<file path="config.mk">
export PLATFORM = sky130hd
export DESIGN_NAME = svap_div
export DESIGN_NICKNAME = d
export VERILOG_FILES = /design/src/svap_pkg.sv /design/src/svap_div.sv
export SDC_FILE = /design/constraint.sdc
export NUM_CORES = 1
export LEC_CHECK = 0
export BUFFER_PORTS_ARGS = -buffer_cell sky130_fd_sc_hd__buf_2
export CORE_MARGIN = 5
export CORE_UTILIZATION = 40
export CTS_BUF_LIST = sky130_fd_sc_hd__clkbuf_8
export CTS_CLUSTER_SIZE = 24
export DETAILED_ROUTE_END_ITERATION = 12
export GPL_TIMING_DRIVEN = 0
export SYNTH_ARGS = -nofsm -noshare
export SYNTH_HDL_FRONTEND = slang
export SYNTH_SLANG_ARGS = --single-unit
</file>
<file path="constraint.sdc">
create_clock -name i_clk -period 8.2 [get_ports i_clk]
set_input_delay 0 -clock i_clk [delete_from_list [all_inputs] [get_ports i_clk]]
set_output_delay 0 -clock i_clk [all_outputs]
set_load 0.05 [all_outputs]
</file>
<file path="src/svap_pkg.sv">
// Shared types, constants and table functions for the sample voice player.
// No dependencies; svap_div and the top level import this package.
package svap_pkg;

    localparam int ADV_W      = 20;
    localparam int DIV_NW     = 32;
    localparam int ENV_W      = 12;
    localparam logic [ENV_W-1:0] ENV_FULL = 12'h888;
    localparam logic [ENV_W-1:0] ENV_HALF = 12'h444;
    localparam int SCALE_DIV  = 384;
    localparam int SINGLE_MAX = 256;
    localparam int PITCH_LIMIT = 108;

    localparam logic [2:0] CFG_ENVELOPE = 3'd0;
    localparam logic [2:0] CFG_LENGTH   = 3'd1;
    localparam logic [2:0] CFG_ADDRESS  = 3'd2;
    localparam logic [2:0] CFG_VOLUME   = 3'd3;
    localparam logic [2:0] CFG_PITCH    = 3'd4;

    typedef enum logic [1:0] {
        CMD_LOAD   = 2'd0,
        CMD_START  = 2'd1,
        CMD_RENDER = 2'd2,
        CMD_QUERY  = 2'd3
    } t_cmd;

    typedef enum logic [4:0] {
        S_IDLE, S_PER, S_PER_W, S_PH, S_PH_W, S_WRAP, S_MOD, S_MOD_W, S_RD,
        S_ENV, S_ENV_W, S_SMP, S_LMUL, S_LDIV, S_RMUL, S_RDIV,
        S_UPD, S_VU, S_VU_W, S_DONE
    } t_state;

    typedef struct packed {
        logic busy;
        logic done;
    } t_div_rsp;

    function automatic logic [ADV_W-1:0] semitone_step(input logic [3:0] s);
        logic [ADV_W-1:0] r;
        case (s)
            4'd0:    r = 20'h80000;
            4'd1:    r = 20'h879c8;
            4'd2:    r = 20'h8facd;
            4'd3:    r = 20'h9837f;
            4'd4:    r = 20'ha1451;
            4'd5:    r = 20'haadc1;
            4'd6:    r = 20'hb504f;
            4'd7:    r = 20'hbfc88;
            4'd8:    r = 20'hcb2ff;
            4'd9:    r = 20'hd7450;
            4'd10:   r = 20'he411f;
            4'd11:   r = 20'hf1a1c;
            default: r = '0;
        endcase
        return r;
    endfunction

    // Phase advance for a note below the pitch limit: octave by reciprocal multiply.
    function automatic logic [ADV_W-1:0] note_advance(input logic [6:0] p);
        logic [12:0] m;
        logic [3:0]  oct;
        logic [6:0]  semi;
        m    = 13'(p) * 13'd43;
        oct  = m[12:9];
        semi = p - 7'(oct) * 7'd12;
        return semitone_step(semi[3:0]) >> (4'd8 - oct);
    endfunction

endpackage

</file>
<file path="src/svap_div.sv">
// Restoring divider, one quotient bit per cycle, shared by the sequencer.
// Depends on svap_pkg for the dividend width and the response struct.
module svap_div #(
    parameter int DVW = 26
) (
    input  logic                        i_clk,
    input  logic                        i_rst_n,
    input  logic                        i_start,
    input  logic [svap_pkg::DIV_NW-1:0] i_num,
    input  logic [DVW-1:0]              i_den,
    output svap_pkg::t_div_rsp          o_rsp,
    output logic [svap_pkg::DIV_NW-1:0] o_quo,
    output logic [DVW-1:0]              o_rem
);
    import svap_pkg::*;

    localparam int CW = $clog2(DIV_NW);

    logic [DIV_NW-1:0] r_quo;
    logic [DVW-1:0]    r_rem, r_den;
    logic [CW-1:0]     r_cnt;
    logic              r_busy, r_done;
    logic [DVW:0]      sh, diff;

    assign sh   = {r_rem, r_quo[DIV_NW-1]};
    assign diff = sh - {1'b0, r_den};

    always_ff @(posedge i_clk) begin
        if (!i_rst_n) begin
            r_busy <= 1'b0;
            r_done <= 1'b0;
            r_cnt  <= '0;
        end else begin
            r_done <= 1'b0;
            if (i_start) begin
                r_busy <= 1'b1;
                r_cnt  <= CW'(DIV_NW - 1);
            end else if (r_busy) begin
                r_cnt <= r_cnt - 1'b1;
                if (r_cnt == '0) begin
                    r_busy <= 1'b0;
                    r_done <= 1'b1;
                end
            end
        end
    end

    always_ff @(posedge i_clk) begin
        if (i_start) begin
            r_quo <= i_num;
            r_rem <= '0;
            r_den <= i_den;
        end else if (r_busy) begin
            if (!diff[DVW]) begin
                r_rem <= diff[DVW-1:0];
                r_quo <= {r_quo[DIV_NW-2:0], 1'b1};
            end else begin
                r_rem <= sh[DVW-1:0];
                r_quo <= {r_quo[DIV_NW-2:0], 1'b0};
            end
        end
    end

    assign o_rsp = '{busy: r_busy, done: r_done};
    assign o_quo = r_quo;
    assign o_rem = r_rem;

endmodule

</file>
# --- Yosys cells after proc, flatten, opt, wreduce, memory -nomap -nowiden ---
# Index checks and enable logic that the tools add are counted.
totals:
  ff_bits: 91
  input_bits: 61
  output_inout_bits: 60
  wordCells: 23
classes:
  n_addsub: 2
  mux: 10
  bitwise_logic: 2
  reduce_logical: 3
op_table:
  columns: ["cell", "count"]
  rows:
  - ["32-bit two-way mux", 2]
  - ["27-bit by 26-bit subtractor with 27-bit output", 1]
  - ["26-bit two-way mux", 1]
  - ["5-bit two-way mux", 2]
  - ["5-bit logical NOT", 1]
  - ["1-bit two-way mux", 5]
  - ["5-bit by 1-bit subtractor with 5-bit output (second input constant)", 1]
  - ["3-bit OR reduction", 1]
  - ["1-bit NOT", 2]
  - ["2-bit nonzero test", 1]

# --- Depth between registers and ports, before layout ---
logic_depth:
  ltp_word: 4
  mapped_depth: 13
  depth_no_buf: 12

# --- Worst setup path before layout ---
# OpenSTA, ideal clock, no wires.
synth_path:
  path_type: "register -> register"
  startpoint: "register r_quo[31] (netlist: o_quo[31])"
  endpoint: "register r_quo[0] (netlist: o_quo[0]) (data pin)"
  setup_ps: 260
  t_arrival_ps: 2765
  t_required_ps: 7940
  slack_ps: 5175
  stages_incl_launch_ff: 13
  n_path_buf: 1
  period_less_slack_ps: 3025
  cell_sequence: "edfxtp_1 > inv_1 > ha_1 > inv_1 > fa_1 > a211o_1 > nand4_1 > and2_2 > nand2b_1 > a31oi_2 > xnor2_2 > buf_2 > mux2_2"
synth_via:
  elab_chain_cells: 4
synth_rtl:
  columns: ["element", "line_no", "text"]
  rows:
  - ["start, declared", "svap_div.sv:19", "logic [DIV_NW-1:0] r_quo;"]
  - ["start signal, assigned", "svap_div.sv:50", "r_quo <= i_num;"]
  - ["start signal, assigned", "svap_div.sv:56", "r_quo <= {r_quo[DIV_NW-2:0], 1'b1};"]
  - ["start signal, assigned", "svap_div.sv:59", "r_quo <= {r_quo[DIV_NW-2:0], 1'b0};"]
  - ["27-bit by 26-bit subtractor with 27-bit output", "svap_div.sv:26", "assign diff = sh - {1'b0, r_den};"]
  - ["1-bit two-way mux", "svap_div.sv:54", "if (!diff[DVW]) begin"]
  - ["32-bit two-way mux", "svap_div.sv:53", "end else if (r_busy) begin"]
  - ["32-bit two-way mux", "svap_div.sv:49", "if (i_start) begin"]
# Every way passes these cells. The select of a mux whose other input is x is not followed.
# A chain may end at the register's enable or synchronous reset.

# --- Worst setup path in the final report ---
layout_path:
  startpoint: "register r_quo[31] (netlist: o_quo[31])"
  endpoint: "register r_rem[13] (netlist: o_rem[13])"
layout_via:
  elab_chain_cells: 2
layout_rtl:
  columns: ["element", "line_no", "text"]
  rows:
  - ["27-bit by 26-bit subtractor with 27-bit output", "svap_div.sv:26", null]
  - ["26-bit two-way mux", "svap_div.sv:54", null]
  - ["end signal, assigned", "svap_div.sv:55", "r_rem <= diff[DVW-1:0];"]
  - ["end signal, assigned", "svap_div.sv:58", "r_rem <= sh[DVW-1:0];"]
  - ["end, declared", "svap_div.sv:20", "logic [DVW-1:0] r_rem, r_den;"]
# Every way passes these cells.

==> flow_results.xml <==
<?xml version="1.0" encoding="UTF-8"?>
<metrics>
  <group name="floorplanning">
    <metric name="die_area" unit="sq um">15190</metric>
    <metric name="design.core.area" unit="sq um">12620</metric>
    <metric name="ios" unit="">121</metric>
    <metric name="start_util" unit="%">40.66</metric>
    <metric name="num_rows" unit="">41</metric>
    <metric name="die_y" unit="microns">123.3</metric>
    <metric name="die-width" unit="microns">123.3</metric>
  </group>
  <group name="logic_synthesis">
    <metric name="yosysTopAreaCell" unit="">sky130_fd_sc_hd__edfxtp_1</metric>
    <metric name="yosys.area.top_type_share" unit="%">33.94</metric>
    <metric name="syn_area_per_cell" unit="sq um">10.56</metric>
    <metric name="ys_warn_count" unit="">0</metric>
    <metric name="post_synth_main_area_contributors" unit="">sky130_fd_sc_hd__edfxtp_1 (34%), sky130_fd_sc_hd__dfxtp_1 (13%), sky130_fd_sc_hd__mux2_2 (7.0%)</metric>
    <metric name="synth_sequential_area_ratio" unit="%">46.82</metric>
    <metric name="synthMostInstantiatedCell" unit="">sky130_fd_sc_hd__edfxtp_1</metric>
    <metric name="synth-edff-count" unit="">58</metric>
    <metric name="synth_cell_types" unit="">64</metric>
    <metric name="syn-num-nets" unit="">576</metric>
    <metric name="async_reset_ff_share" unit="%">0</metric>
    <metric name="syn-instance-count" unit="">486</metric>
    <metric name="synth_ff_type" unit="">sky130_fd_sc_hd__edfxtp_1</metric>
    <metric name="total_of_flip_flops_plus_latches_after_synthesis" unit="">91</metric>
    <metric name="synthTopCellsByCount" unit="">sky130_fd_sc_hd__edfxtp_1 (58), sky130_fd_sc_hd__nor2_1 (41), sky130_fd_sc_hd__inv_1 (36)</metric>
    <metric name="synth_area" unit="sq um">5131</metric>
  </group>
  <group name="critical_path">
    <metric name="critPathKind" unit="">flop to flop</metric>
    <metric name="critical_path.reg2reg.endpoint" unit="">o_rem[13]</metric>
    <metric name="timing.critical_path.required" unit="ps">8460</metric>
    <metric name="crit_path_start" unit="">o_quo[31]</metric>
    <metric name="path_max_fanout" unit="">10</metric>
    <metric name="setup_slack_on_the_worst_flop_to_flop_path" unit="ps">5060</metric>
    <metric name="timing.critical_path.arrival" unit="ps">3400</metric>
    <metric name="worst_r2r_startpoint" unit="">o_quo[31]</metric>
    <metric name="rr_worst_depth" unit="">13</metric>
    <metric name="endpoint_kind" unit="">flop</metric>
    <metric name="start_kind" unit="">flop</metric>
  </group>
  <group name="pwr">
    <metric name="p_leak" unit="nW">2.982</metric>
    <metric name="netSwitchingPower" unit="mW">0.3848</metric>
    <metric name="clock_power_share" unit="%">29.6</metric>
    <metric name="seq_power_share" unit="%">45.4</metric>
    <metric name="vdd.ir_drop.worst" unit="mV">0.1149</metric>
    <metric name="power.share.combinational" unit="%">25.0</metric>
    <metric name="power.internal" unit="mW">0.8244</metric>
    <metric name="power_density" unit="nW/um^2">178.6</metric>
    <metric name="switching_share" unit="%">31.82</metric>
    <metric name="total_power" unit="mW">1.209</metric>
  </group>
  <group name="timing">
    <metric name="tns" unit="ps">0</metric>
    <metric name="timing.final.crit_share" unit="%">38.29</metric>
    <metric name="fin_skew" unit="ps">18.42</metric>
    <metric name="setup_viol" unit="">0</metric>
    <metric name="worst_slack" unit="ps">5061</metric>
    <metric name="achievable-frequency" unit="GHz">0.3185</metric>
    <metric name="final_period_minus_worst_setup_slack" unit="ps">3139</metric>
    <metric name="rsz0062_at_grt" unit="">no</metric>
    <metric name="maxSlewHeadroom" unit="%">12.39</metric>
    <metric name="hold-worst-slack" unit="ps">192.0</metric>
    <metric name="hold_viol_final" unit="">0</metric>
    <metric name="drv_slew" unit="">0</metric>
    <metric name="worst-slew-pin-transition" unit="ps">1313</metric>
  </group>
  <group name="cells_and_area">
    <metric name="finalInstanceArea" unit="sq um">6769</metric>
    <metric name="fin_nets" unit="">766</metric>
    <metric name="layout-area-overhead-vs-synth" unit="%">31.92</metric>
    <metric name="drive_gt1_share" unit="%">27.90</metric>
    <metric name="fillers" unit="">1147</metric>
    <metric name="finish.utilization" unit="%">53.64</metric>
    <metric name="antenna-diode-count" unit="">0</metric>
    <metric name="final-instance-count-excl-fill" unit="">853</metric>
  </group>
  <group name="route">
    <metric name="detail_route.vias_per_cell" unit="">5.023</metric>
    <metric name="antenna_left" unit="">0</metric>
    <metric name="routed_wl" unit="microns">13360</metric>
    <metric name="drt_pre_antenna_iters" unit="">4</metric>
    <metric name="routed-via-count" unit="">4285</metric>
    <metric name="route.detailed.wl_per_inst" unit="microns">15.67</metric>
    <metric name="drc" unit="">0</metric>
    <metric name="drt_first_iter_violations" unit="">192</metric>
  </group>
  <group name="placed_design">
    <metric name="dp_hpwl" unit="microns">9564</metric>
    <metric name="global_placement_routability_congestion" unit="">0.8669</metric>
    <metric name="buffer_ports.inserted" unit="">120</metric>
    <metric name="post-place-ws" unit="ps">5080</metric>
    <metric name="dpl.cell_count" unit="">778</metric>
    <metric name="placed_cell_area" unit="sq um">5947</metric>
  </group>
  <group name="cts">
    <metric name="postCtsHoldBufs" unit="">59</metric>
    <metric name="ctsLongestPathBuffers" unit="">2</metric>
    <metric name="cts.repair.resized" unit="">0</metric>
    <metric name="cts_max_level" unit="">3</metric>
    <metric name="clock_sink_count" unit="">91</metric>
    <metric name="cts_made_buffers" unit="">9</metric>
    <metric name="worst_skew_pair.late_latency" unit="ps">390</metric>
    <metric name="postCtsSetupRepairBufs" unit="">0</metric>
    <metric name="tritoncts" unit="">done</metric>
    <metric name="clk_transition_reported_paths" unit="ps">100</metric>
    <metric name="clock_tree.root_cell" unit="">sky130_fd_sc_hd__clkbuf_8</metric>
  </group>
  <group name="global_routing">
    <metric name="grt_overflow" unit="">0</metric>
    <metric name="antenna_violations_before_repair" unit="">0</metric>
    <metric name="wire_length_of_the_first_global_routing_pass" unit="microns">21760</metric>
    <metric name="combined_global_route_utilization_of_all_metal_layers" unit="%">18.42</metric>
    <metric name="grt_start_max_net_pins" unit="">34</metric>
    <metric name="grt_pass1_vias" unit="">4368</metric>
  </group>
  <group name="worst_hold_path">
    <metric name="hold_crit_class" unit="">primary input to flop</metric>
    <metric name="hold_path_startpoint" unit="">i_start</metric>
    <metric name="min_delay_worst_endpoint" unit="">r_den[15]</metric>
    <metric name="min_delay_path_depth" unit="">1</metric>
  </group>
  <group name="job">
    <metric name="drv.max_cap_violation_count" unit="">0</metric>
  </group>
  <group name="run_status">
    <metric name="outcome" unit="">completed</metric>
  </group>
</metrics>
==> worst max-delay path: stages, from the launching register on <==
cell	delay, ps
sky130_fd_sc_hd__edfxtp_1	400
sky130_fd_sc_hd__inv_1	90
sky130_fd_sc_hd__ha_1	170
sky130_fd_sc_hd__inv_1	50
sky130_fd_sc_hd__fa_1	420
sky130_fd_sc_hd__a211o_1	330
sky130_fd_sc_hd__nand4_1	110
sky130_fd_sc_hd__and2_2	190
sky130_fd_sc_hd__nand2b_1	130
sky130_fd_sc_hd__a31oi_2	240
sky130_fd_sc_hd__xnor2_2	230
sky130_fd_sc_hd__buf_4	330
sky130_fd_sc_hd__mux2i_1	230
sky130_fd_sc_hd__o21ai_0	90
==> routing by layer <==
layer / share of wire, % / vias to the layer above / GRT usage [%]
li1: - / 2139 / -
met5: 0 / - / 0
met1: 45 / 2000 / 23.49
met3: 6.9 / 18 / 5.306
met4: 1.8 / 0 / 6.298
met2: 46 / 128 / 30.00
==> worst max-delay path by stage <==
stage	end	slack, ps
2_1_floorplan	o_quo[0]	5170
3_3_place_gp	o_rem[20]	5130
3_5_place_dp	o_rem[21]	5080
4_1_cts	o_rem[21]	5040
5_1_grt	o_rem[2]	4840
6_report	o_rem[13]	5060
==> kinds of logic (layout without fill, tap and decap cells) <==
group	after synthesis	in the layout	synth area share (%)
adders and majority gates	29	29	7.218
buffers and inverters	60	255	4.950
and+or+nand+nor	122	122	11.34
DFF	91	91	46.82
AOI/OAI and AO/OA	113	113	15.41
muxes	49	49	10.36
xor gates and xnor gates	22	22	3.901
==> power by group through the flow <==
| stage | registers, mW | clock network (mW) | logic [mW] |
|---|---|---|---|
| 6_report | 0.549 | 0.358 | 0.302 |
| 5_1_grt | 0.554 | 0.385 | 0.329 |
| 4_1_cts | 0.549 | 0.369 | 0.303 |
| 3_5_place_dp | 0.558 | 0 | 0.280 |
| 3_3_place_gp | 0.557 | 0 | 0.275 |
| 2_1_floorplan | 0.631 | 0 | 0.132 |
==> flip-flops by register name, indices dropped and copies added, names as in the netlist <==
| signal | cells |
|---|---|
| r_done | 1 |
| o_rem | 26 |
| r_den | 26 |
| r_cnt | 5 |
| o_quo | 32 |
| r_busy | 1 |
==> cells in the final DEF, fill, tap and decap left out, types with 4 or more instances in the layout <==
cell type and count:
sky130_fd_sc_hd__a211oi_1 16, sky130_fd_sc_hd__a21o_1 11, sky130_fd_sc_hd__a21oi_1 21, sky130_fd_sc_hd__a31oi_1 4, sky130_fd_sc_hd__and3_1 4, sky130_fd_sc_hd__buf_1 4, sky130_fd_sc_hd__buf_2 125, sky130_fd_sc_hd__buf_4 4
sky130_fd_sc_hd__clkbuf_1 10, sky130_fd_sc_hd__clkbuf_8 10, sky130_fd_sc_hd__dfxtp_1 33, sky130_fd_sc_hd__dlygate4sd3_1 59, sky130_fd_sc_hd__edfxtp_1 58, sky130_fd_sc_hd__ha_1 28, sky130_fd_sc_hd__inv_1 36, sky130_fd_sc_hd__mux2_2 32
sky130_fd_sc_hd__mux2i_1 16, sky130_fd_sc_hd__nand2_1 33, sky130_fd_sc_hd__nand2b_1 6, sky130_fd_sc_hd__nand3_1 7, sky130_fd_sc_hd__nor2_1 41, sky130_fd_sc_hd__nor3_1 5, sky130_fd_sc_hd__nor3b_1 4, sky130_fd_sc_hd__o211ai_1 5
sky130_fd_sc_hd__o21a_1 7, sky130_fd_sc_hd__o21ai_0 18, sky130_fd_sc_hd__xnor2_1 10, sky130_fd_sc_hd__xor2_1 11
==> cell type report <==
cell class              count  area [sq um]  share of cell area, %
plain buffers              24         118.9                  1.756
multi-input cells         335          2475                  36.56
well taps                 172         215.2                  3.179
clock buffers              10         137.6                  2.033
repair buffers            179          1191                  17.60
clock inverters             6         93.84                  1.386
inverters                  36         135.1                  1.996
flip-flops and latches     91          2402                  35.49
Power figures use the tool's default switching activity.
